[src/rtl/skf_pkg.sv]
package skf_pkg;

  // default widths of the fixed-point format
  localparam int unsigned DATA_WIDTH_DEF = 32;
  localparam int unsigned FRAC_BITS_DEF  = 16;

  // configuration register map
  localparam int unsigned CFG_IDX_W = 2;
  localparam logic [CFG_IDX_W-1:0] REG_PROCESS_NOISE = 2'd0;
  localparam logic [CFG_IDX_W-1:0] REG_MEASURE_NOISE = 2'd1;

  // commands from the sequencer to the datapath
  typedef struct packed {
    logic load;      // capture sample, form difference and denominator
    logic div_step;  // one restoring division step of the gain
    logic mul_load;  // set up both shift-add multipliers
    logic mul_step;  // one shift-add step in both multipliers
    logic commit;    // write new estimate and variance
  } cmd_t;

endpackage

[src/rtl/skf_ctrl.sv]
module skf_ctrl #(
  parameter int unsigned FRAC_BITS = skf_pkg::FRAC_BITS_DEF
) (
  input  logic          clk_i,
  input  logic          rst_ni,
  input  logic          in_valid_i,
  output logic          in_ready_o,
  output logic          out_valid_o,
  input  logic          out_ready_i,
  output skf_pkg::cmd_t cmd_o
);
  import skf_pkg::*;

  localparam int unsigned CW = $clog2(FRAC_BITS + 1);

  localparam logic [2:0] S_IDLE = 3'd0;
  localparam logic [2:0] S_DIV  = 3'd1;
  localparam logic [2:0] S_PREP = 3'd2;
  localparam logic [2:0] S_MUL  = 3'd3;
  localparam logic [2:0] S_DONE = 3'd4;

  logic [2:0]    state_q, state_d;
  logic [CW-1:0] cnt_q, cnt_d;
  logic          out_valid_q, out_valid_d;
  cmd_t          cmd;

  always_comb begin
    state_d     = state_q;
    cnt_d       = cnt_q;
    out_valid_d = out_valid_q;
    cmd         = '0;
    if (out_valid_q && out_ready_i) begin
      out_valid_d = 1'b0;
    end
    unique case (state_q)
      S_IDLE: begin
        if (in_valid_i) begin
          cmd.load = 1'b1;
          cnt_d    = CW'(FRAC_BITS - 1);
          state_d  = S_DIV;
        end
      end
      S_DIV: begin
        cmd.div_step = 1'b1;
        cnt_d        = cnt_q - 1'b1;
        if (cnt_q == '0) begin
          state_d = S_PREP;
        end
      end
      S_PREP: begin
        cmd.mul_load = 1'b1;
        cnt_d        = CW'(FRAC_BITS);
        state_d      = S_MUL;
      end
      S_MUL: begin
        cmd.mul_step = 1'b1;
        cnt_d        = cnt_q - 1'b1;
        if (cnt_q == '0) begin
          state_d = S_DONE;
        end
      end
      S_DONE: begin
        if (!out_valid_q || out_ready_i) begin
          cmd.commit  = 1'b1;
          out_valid_d = 1'b1;
          state_d     = S_IDLE;
        end
      end
      default: begin
        state_d = S_IDLE;
      end
    endcase
  end

  always_ff @(posedge clk_i or negedge rst_ni) begin
    if (!rst_ni) begin
      state_q     <= S_IDLE;
      cnt_q       <= '0;
      out_valid_q <= 1'b0;
    end else begin
      state_q     <= state_d;
      cnt_q       <= cnt_d;
      out_valid_q <= out_valid_d;
    end
  end

  assign in_ready_o  = (state_q == S_IDLE);
  assign out_valid_o = out_valid_q;
  assign cmd_o       = cmd;

  a_cmd_onehot: assert property (@(posedge clk_i) disable iff (!rst_ni)
    $onehot0({cmd.load, cmd.div_step, cmd.mul_load, cmd.mul_step, cmd.commit}))
    else $error("more than one datapath command at once");

  a_commit_shows: assert property (@(posedge clk_i) disable iff (!rst_ni)
    cmd.commit |=> out_valid_q)
    else $error("committed result not presented");

  a_stall_holds: assert property (@(posedge clk_i) disable iff (!rst_ni)
    (state_q == S_DONE && out_valid_q && !out_ready_i) |=> state_q == S_DONE)
    else $error("result overwritten while output stalled");

  a_accept_starts: assert property (@(posedge clk_i) disable iff (!rst_ni)
    (in_valid_i && in_ready_o) |=> (state_q == S_DIV && !in_ready_o))
    else $error("accepted beat did not start the gain division");

endmodule

[src/rtl/skf_dp.sv]
module skf_dp #(
  parameter int unsigned DATA_WIDTH = skf_pkg::DATA_WIDTH_DEF,
  parameter int unsigned FRAC_BITS  = skf_pkg::FRAC_BITS_DEF
) (
  input  logic                              clk_i,
  input  logic                              rst_ni,
  input  skf_pkg::cmd_t                     cmd_i,
  input  logic                              cfg_we_i,
  input  logic [skf_pkg::CFG_IDX_W-1:0]     cfg_index_i,
  input  logic [DATA_WIDTH-1:0]             cfg_data_i,
  input  logic signed [DATA_WIDTH-1:0]      sample_i,
  output logic signed [DATA_WIDTH-1:0]      estimate_o
);
  import skf_pkg::*;

  localparam int unsigned DW = DATA_WIDTH;
  localparam int unsigned FB = FRAC_BITS;
  localparam int unsigned AW = DW + FB + 2;
  localparam logic [DW-1:0] ONE_FIX = {{(DW-1){1'b0}}, 1'b1} << FB;
  localparam logic [FB:0]   ONE_GAIN = {1'b1, {FB{1'b0}}};

  logic [DW-1:0] q_noise_q, r_noise_q;
  logic [DW-1:0] est_q, var_q;

  // per-sample working registers
  logic          neg_q, rzero_q, pzero_q;
  logic [DW:0]   mag_q, den_q, rem_q;
  logic [FB-1:0] quo_q;
  logic [AW-1:0] ma_q, pa_q, acc_m_q, acc_p_q;
  logic [FB:0]   mb_q, pb_q;

  // difference and its magnitude
  logic [DW:0] diff;
  assign diff = {sample_i[DW-1], sample_i} - {est_q[DW-1], est_q};

  // restoring division step
  logic [DW+1:0] rem2, den2, rem_sub;
  logic          ge;
  assign rem2    = {rem_q, 1'b0};
  assign den2    = {1'b0, den_q};
  assign ge      = (rem2 >= den2);
  assign rem_sub = rem2 - den2;

  // gain with the zero-noise cases folded in
  logic [FB-1:0] gain;
  always_comb begin
    if (rzero_q) begin
      gain = pzero_q ? '0 : '1;
    end else begin
      gain = quo_q;
    end
  end

  // update terms
  logic [DW:0] m_term, est_sum, var_sum;
  assign m_term  = acc_m_q[FB +: DW+1];
  assign est_sum = neg_q ? ({est_q[DW-1], est_q} - m_term) : ({est_q[DW-1], est_q} + m_term);
  assign var_sum = {1'b0, acc_p_q[FB +: DW]} + {1'b0, q_noise_q};

  always_ff @(posedge clk_i or negedge rst_ni) begin
    if (!rst_ni) begin
      q_noise_q <= ONE_FIX;
      r_noise_q <= ONE_FIX;
      est_q     <= '0;
      var_q     <= '0;
    end else begin
      if (cfg_we_i) begin
        unique case (cfg_index_i)
          REG_PROCESS_NOISE: q_noise_q <= cfg_data_i;
          REG_MEASURE_NOISE: r_noise_q <= cfg_data_i;
          default: ;
        endcase
      end
      if (cmd_i.commit) begin
        est_q <= est_sum[DW-1:0];
        var_q <= var_sum[DW] ? '1 : var_sum[DW-1:0];
      end
    end
  end

  always_ff @(posedge clk_i) begin
    if (cmd_i.load) begin
      neg_q   <= diff[DW];
      mag_q   <= diff[DW] ? (~diff + 1'b1) : diff;
      den_q   <= {1'b0, var_q} + {1'b0, r_noise_q};
      rem_q   <= {1'b0, var_q};
      quo_q   <= '0;
      rzero_q <= (r_noise_q == '0);
      pzero_q <= (var_q == '0);
    end
    if (cmd_i.div_step) begin
      rem_q <= ge ? rem_sub[DW:0] : rem2[DW:0];
      quo_q <= {quo_q[FB-2:0], ge};
    end
    if (cmd_i.mul_load) begin
      ma_q    <= AW'(mag_q);
      mb_q    <= {1'b0, gain};
      pa_q    <= AW'(var_q);
      pb_q    <= ONE_GAIN - {1'b0, gain};
      acc_m_q <= '0;
      acc_p_q <= '0;
    end
    if (cmd_i.mul_step) begin
      acc_m_q <= acc_m_q + (mb_q[0] ? ma_q : '0);
      acc_p_q <= acc_p_q + (pb_q[0] ? pa_q : '0);
      ma_q    <= {ma_q[AW-2:0], 1'b0};
      pa_q    <= {pa_q[AW-2:0], 1'b0};
      mb_q    <= {1'b0, mb_q[FB:1]};
      pb_q    <= {1'b0, pb_q[FB:1]};
    end
  end

  assign estimate_o = est_q;

  a_mul_drained: assert property (@(posedge clk_i) disable iff (!rst_ni)
    cmd_i.commit |-> (mb_q == '0 && pb_q == '0))
    else $error("commit before both multipliers finished");

endmodule

[src/rtl/scalar_kalman_filter.sv]
// scalar kalman filter, constant-state model, fixed point
//
// input channel: in_valid_i / in_ready_o with sample_i (signed, FRAC_BITS
// fraction bits). each accepted beat yields exactly one beat on the output
// channel out_valid_o / out_ready_i carrying estimate_o.
// configuration: cfg_we_i writes cfg_data_i to register cfg_index_i
// (0 = process noise Q, 1 = measurement noise R); other indexes are ignored.
// write only while no sample is in flight.
// sequence from accept to output valid: FRAC_BITS restoring-division steps
// form the gain, then a setup step, then FRAC_BITS+1 steps of two shift-add
// multipliers running side by side, then a commit step.
// a single sequencer and the shared division and multiply units hold one
// sample at a time; the next sample is taken only once the last is committed.
// reset: estimate and variance go to zero, Q and R to 1.0.
// back-pressure: estimate_o sits in its own register, so a new sample is
// taken while the last estimate waits; if that estimate is still not taken
// when the next one is ready, the block holds in its commit cycle.
module scalar_kalman_filter #(
  parameter int unsigned DATA_WIDTH = skf_pkg::DATA_WIDTH_DEF,
  parameter int unsigned FRAC_BITS  = skf_pkg::FRAC_BITS_DEF
) (
  input  logic                          clk_i,
  input  logic                          rst_ni,
  // configuration write port
  input  logic                          cfg_we_i,
  input  logic [skf_pkg::CFG_IDX_W-1:0] cfg_index_i,
  input  logic [DATA_WIDTH-1:0]         cfg_data_i,
  // sample beats
  input  logic                          in_valid_i,
  output logic                          in_ready_o,
  input  logic signed [DATA_WIDTH-1:0]  sample_i,
  // estimate beats
  output logic                          out_valid_o,
  input  logic                          out_ready_i,
  output logic signed [DATA_WIDTH-1:0]  estimate_o
);
  import skf_pkg::*;

  cmd_t cmd;

  // sequencer: division, multiply and commit phases plus output valid
  skf_ctrl #(
    .FRAC_BITS (FRAC_BITS)
  ) u_ctrl (
    .clk_i       (clk_i),
    .rst_ni      (rst_ni),
    .in_valid_i  (in_valid_i),
    .in_ready_o  (in_ready_o),
    .out_valid_o (out_valid_o),
    .out_ready_i (out_ready_i),
    .cmd_o       (cmd)
  );

  // datapath: noise registers, filter state, divider and multipliers
  skf_dp #(
    .DATA_WIDTH (DATA_WIDTH),
    .FRAC_BITS  (FRAC_BITS)
  ) u_dp (
    .clk_i       (clk_i),
    .rst_ni      (rst_ni),
    .cmd_i       (cmd),
    .cfg_we_i    (cfg_we_i),
    .cfg_index_i (cfg_index_i),
    .cfg_data_i  (cfg_data_i),
    .sample_i    (sample_i),
    .estimate_o  (estimate_o)
  );

endmodule
[config.mk]
export PLATFORM = sky130hd
export DESIGN_NAME = scalar_kalman_filter
export DESIGN_NICKNAME = d
export VERILOG_FILES = /design/src/rtl/skf_pkg.sv /design/src/rtl/skf_ctrl.sv /design/src/rtl/skf_dp.sv /design/src/rtl/scalar_kalman_filter.sv
export SDC_FILE = /design/constraint.sdc
export NUM_CORES = 1
export LEC_CHECK = 0
export BUFFER_PORTS_ARGS = -buffer_cell sky130_fd_sc_hd__buf_2
export CAP_MARGIN = 20
export CORE_MARGIN = 8
export CORE_UTILIZATION = 52
export DETAILED_ROUTE_END_ITERATION = 10
export GPL_ROUTABILITY_DRIVEN = 0
export PLACE_DENSITY = 0.69
export SKIP_CTS_REPAIR_TIMING = 1
export SYNTH_ARGS = -nofsm -noshare
export SYNTH_HDL_FRONTEND = slang
export SYNTH_SLANG_ARGS = --single-unit
[constraint.sdc]
create_clock -name clk_i -period 8.2 [get_ports clk_i]
set_input_delay 0.41 -clock clk_i [delete_from_list [all_inputs] [get_ports clk_i]]
set_output_delay 0.41 -clock clk_i [all_outputs]
set_load 0.1 [all_outputs]
# Word-level counts from Yosys, hierarchy flattened

Index checks and enable logic that the tools add are counted.

Add/subtract/negate cells: 11
Magnitude comparators: 1
Eq/ne operators: 9
Mux-type cells: 40
Bitwise logic cells: 1
Reductions and logical operators: 16

Operator list:

| kind                   | count |
|---|---|
| $mux 50                | 9 |
| $mux 16                | 7 |
| $add 50x50->50         | 2 |
| $mux 33                | 3 |
| $mux 32                | 3 |
| $add 32x32->33         | 2 |
| $logic_not 32->1       | 2 |
| $ge 34x33->1           | 1 |
| $add 33x1->33 const B  | 1 |
| $not 33->33            | 1 |
| $sub 32x32->33         | 1 |
| $sub 33x33->33         | 1 |
| $add 32x32->32         | 1 |
| $sub 32x32->32         | 1 |
| $sub 17x16->17 const A | 1 |
| $mux 15                | 1 |
| $pmux 3 s5             | 1 |
| $pmux 5 s3             | 1 |
| $mux 3                 | 4 |
| $mux 1                 | 10 |
| $eq 3x2->1 const B     | 2 |
| $ne 2x1->1 const B     | 3 |
| $reduce_and 2->1       | 3 |
| $logic_not 5->1        | 1 |
| other kinds (15)       | 16 |

Register bits after elaboration: 488
Logic and storage cells: 103

# Depth between registers and ports, before layout

Word-level depth: 5
Mapped depth: 21
Depth with buffers taken out: 21

# By module

Synthesis repeated with hierarchy kept, for this count alone.

Cell total of the unflattened synthesis: 3487
Area, all modules: 33799.9 sq um

By module, submodules not included:

| module   | instances | cells an instance | area an instance (sq um) | seq. area each (sq um) |
|---|---|---|---|---|
| skf_dp   | 1         | 3431              | 33258.1                  | 13475.4 |
| skf_ctrl | 1         | 56                | 541.8                    | 225.2 |

# Worst setup path after synthesis

Ideal clock, no wire load.

Kind: flip-flop to flip-flop
From: register u_ctrl.state_q[2]
To: register u_dp.acc_m_q[0], enable pin
Library setup time: 0.572 ns
Arrival: 5.476 ns
Data required time: 7.628 ns
Path slack: 2.152 ns
Cell stages (with the launch flop): 7
Clock period less this slack: 6.048 ns
Cells stage by stage: dfrtp_1 -> clkbuf_1 -> nand2b_1 -> clkbuf_1 -> clkbuf_1 -> buf_1 -> inv_1

Longest elaborated chain between the ends: 3

RTL lines:

| what                                   | RTL line       | text |
|---|---|---|
| start, declared                        | skf_ctrl.sv:22 | `logic [2:0] state_q, state_d;` |
| start signal, assigned                 | skf_ctrl.sv:81 | `state_q <= state_d;` |
| $eq 3x2->1                             | skf_ctrl.sv:35 | `unique case (state_q)` |
| $mux 1                                 | skf_ctrl.sv:35 |  |
| $reduce_bool 2->1 (no source line) (*) | --             |  |
| end signal, assigned                   | skf_dp.sv:104  | `acc_m_q <= acc_m_q + (mb_q[0] ? ma_q : '0);` |
| end, declared                          | skf_dp.sv:29   | `logic [AW-1:0] ma_q, pa_q, acc_m_q, acc_p_q;` |

Mark *: on every way between the ends. The rest lies on a longest branch, timed or not.
A chain may end at the register's enable or synchronous reset.

# Final worst setup path

From: register u_dp.acc_m_q[17]
To: register u_dp.est_q[30] (netlist: u_dp.estimate_o[30])

Longest elaborated chain between the ends: 2

RTL lines:

| what                                                    | RTL line     | text |
|---|---|---|
| $add 32x32->32 / $sub 32x32->32 (equally long branches) | skf_dp.sv:57 | `assign est_sum = neg_q ? ({est_q[DW-1], est_q} - m_term) : ({est_q[DW-1], est_q} + m_term);` |
| $mux 32 (*)                                             | skf_dp.sv:57 |  |
| end signal, assigned                                    | skf_dp.sv:75 | `est_q <= est_sum[DW-1:0];` |
| end, declared                                           | skf_dp.sv:23 | `logic [DW-1:0] est_q, var_q;` |

Marked as above.

==> results.yml <==
flow_run:
  drv_cap: 0
layout:
  drive_gt1_frac: 0.09109
  fin_cells: 4446
  syn2layout_area_growth_pct: 9.524
  nets: 3883
clocking:
  clkTransAtPathRegs_ns: 0.07
  cts_tree: "yes"
  cts_buffer_depth: 3
  cts_max_level: 2
  cts_made_buffers: 53
  clockRootBuffer: "clkbuf_16"
  cts_sinks: 480
  worstSkewPairLatency_ns: 0.63
die:
  rows: 93
  die_w_microns: 270.2
  coreArea_sq_mm: 0.06423
  die_h_microns: 270.2
  start_util: 0.5232
  die-area_sq_mm: 0.07302
  ioPinCount: 105
logic_synthesis:
  yosysWarningCount: 0
  postSynthCellCount: 3491
  yosys_register_bits: 480
  synth-edff-count: 340
  synth_cell_type_count: 91
  synth_area_sq_mm: 0.03361
  syn-num-nets: 3828
  yosysSeqAreaShare: 0.4077
  syn_avg_cell_area_sq_um: 9.626
  async_reset_ff_frac: 0.2854
  synth_flop_cell: "edfxtp_1"
pwr:
  power.density_mw_per_mm2: 390.9
  ir_drop_mv: 0.2282
  p_leak_nw: 15.73
routing:
  first_pass_iters: 6
  vias: 26170
  wl_per_cell_microns: 19.13
  drt_iter0_markers: 1928
  postRouteAntennaNets: 0
  wirelength_microns: 85060
  viasPerCell: 5.886
  drc_errors: 0
sta:
  finClkSkew_ns: 0.04244
  tightest_slew_ns: 0.8654
  slew-limit-headroom: 0.4152
  finalCriticalPeriod_ns: 5.124
  rsz0062_at_grt: "no"
  holdWs_ns: 0.04089
  period_share: 0.6249
  setup_ws_ns: 3.076
  drv_slew: 0
  final-hold-violation-count: 0
  final.setup.tns_ns: 0
  max_freq_mhz: 195.2
  setup_violations: 0
critical_path:
  startpoint_type: "flop"
  end_kind: "flop"
  crit_fanout: 7
  arrival_ns: 5.60
  required_ns: 8.68
  crit_type: "flop to flop"
global_routing:
  overflow: 0
  grt_max_degree: 165
  antenna_found_initial: 2
  track_usage: 0.2267
  grt_pass1_vias: 25230
  grt_pass1_wl_microns: 136300
placed_design:
  dp_cells: 4341
  place_ws_ns: 3.080
  dp_hpwl_microns: 61380
  io_buffers: 104
worst_hold_path:
  hp-class: "primary input to flop"
run_status:
  status: "complete, no violations"
[per-layer routing]
layer,up-vias,wire [microns],GRT usage
met5,-,0,0
met4,0,2500,0.06833
met3,128,5288,0.03585
met2,730,38500,0.3616
met1,12450,38770,0.3160
li1,12870,-,-
[report_power, final]
group	switching [W]	internal [W]	leakage [nW]	total (W)
clock network	0.00104	0.00147	0.875	0.00251
logic	0.00441	0.00303	9.86	0.00744
registers	0.000641	0.00380	5.00	0.00444
[through the flow]
step | utilization | instance area (sq um) | power, W
floorplan | - | 33610 | 0.01014
global placement | 0.5433 | 34900 | 0.01170
detailed placement | 0.5433 | 34900 | 0.01178
CTS | 0.5713 | 36700 | 0.01436
global route | 0.5730 | 36800 | 0.01548
finish | 0.5730 | 36810 | 0.01439
[kinds of logic after synthesis]
logic type	share of synthesized area
fa+ha+maj	0.1006
xor+xnor	0.07502
flops	0.4077
compound gates	0.1827
mux	0.04550
simple gates	0.1558
buf+inv	0.03265
[critical path: stages (launching register included)]
cell and delay, ns:
edfxtp_1 0.45, nor3_1 0.33, nor4bb_1 0.56, nor4bb_1 0.77, nor2_1 0.12, xnor2_1 0.17
ha_1 0.38, a21o_1 0.21, a21oi_1 0.20, o21ai_0 0.10, a21oi_1 0.15, nor2b_1 0.06
a311o_1 0.38, a41o_1 0.28, or4_1 0.40, a31oi_1 0.20, xor2_1 0.15, o21ai_0 0.08
[flip-flops by register name, indices dropped and copies added (netlist names), 3 cells and up]
| name | flops |
|---|---|
| u_dp.pa_q | 48 |
| u_dp.pb_q | 17 |
| u_ctrl.cnt_q | 5 |
| u_ctrl.state_q | 3 |
| u_dp.acc_m_q | 48 |
| u_dp.q_noise_q | 32 |
| u_dp.ma_q | 48 |
| u_dp.mag_q | 33 |
| u_dp.den_q | 33 |
| u_dp.acc_p_q | 48 |
| u_dp.r_noise_q | 32 |
| u_dp.estimate_o | 32 |
| u_dp.rem_q | 33 |
| u_dp.mb_q | 16 |
| u_dp.var_q | 32 |
| u_dp.quo_q | 16 |
[cell usage in the layout, fill, tap and decap left out, types with 70 or more instances in the layout]
cell type | synthesis | layout
nor2_1 | 343 | 343
edfxtp_1 | 340 | 340
a21oi_1 | 276 | 276
ha_1 | 259 | 259
nand2_1 | 231 | 231
o21ai_0 | 211 | 211
xnor2_1 | 187 | 187
inv_1 | 158 | 157
and2_1 | 149 | 148
dfrtp_1 | 135 | 134
a21o_1 | 120 | 120
buf_2 | 6 | 103
xor2_1 | 99 | 99
mux2i_1 | 74 | 74
mux2_2 | 70 | 70
[cell usage after synthesis, drive strengths merged (74+ instances only)]
master | n | area [sq um]
edfxtp | 340 | 10210
nand2 | 231 | 867.1
dfrtp | 135 | 3378
mux2i | 74 | 740.7
xnor2 | 188 | 1654
a21o | 120 | 900.9
inv | 159 | 596.8
clkbuf | 103 | 387.9
and2 | 149 | 932.1
o21ai | 216 | 1081
ha | 259 | 3241
xor2 | 99 | 867.1
a21oi | 276 | 1381
nor2 | 344 | 1299
[worst paths after layout]
| kind | slack (ns) | to | start | cells after the start |
|---|---|---|---|---|
| worst max-delay path | 3.08 | u_dp.estimate_o[30] | u_dp.acc_m_q[17] | 17 |
| worst min-delay path | 0.04 | u_dp.r_noise_q[17] | cfg_data_i[17] | 2 |
| worst max register to register | 3.08 | u_dp.estimate_o[30] | u_dp.acc_m_q[17] | 17 |
| worst min register to register | 0.48 | u_dp.ma_q[0] | u_dp.ma_q[0] | 2 |
| max in group asynchronous | 6.80 | u_dp.q_noise_q[16] | rst_ni | 4 |
| min in group asynchronous | 0.35 | u_dp.q_noise_q[25] | rst_ni | 2 |
[area by class of cell]
type	count	area, sq um
fill	5649	27430
multi-input combinational	2723	18830
sequential	480	13700
clock buffer	70	1451
tap	855	1070
timing repair buffer	129	797.0
inverter	159	604.3
clock inverter	29	346.6
antenna	1	2.502
Note: power is estimated with default switching activity, not from simulation.
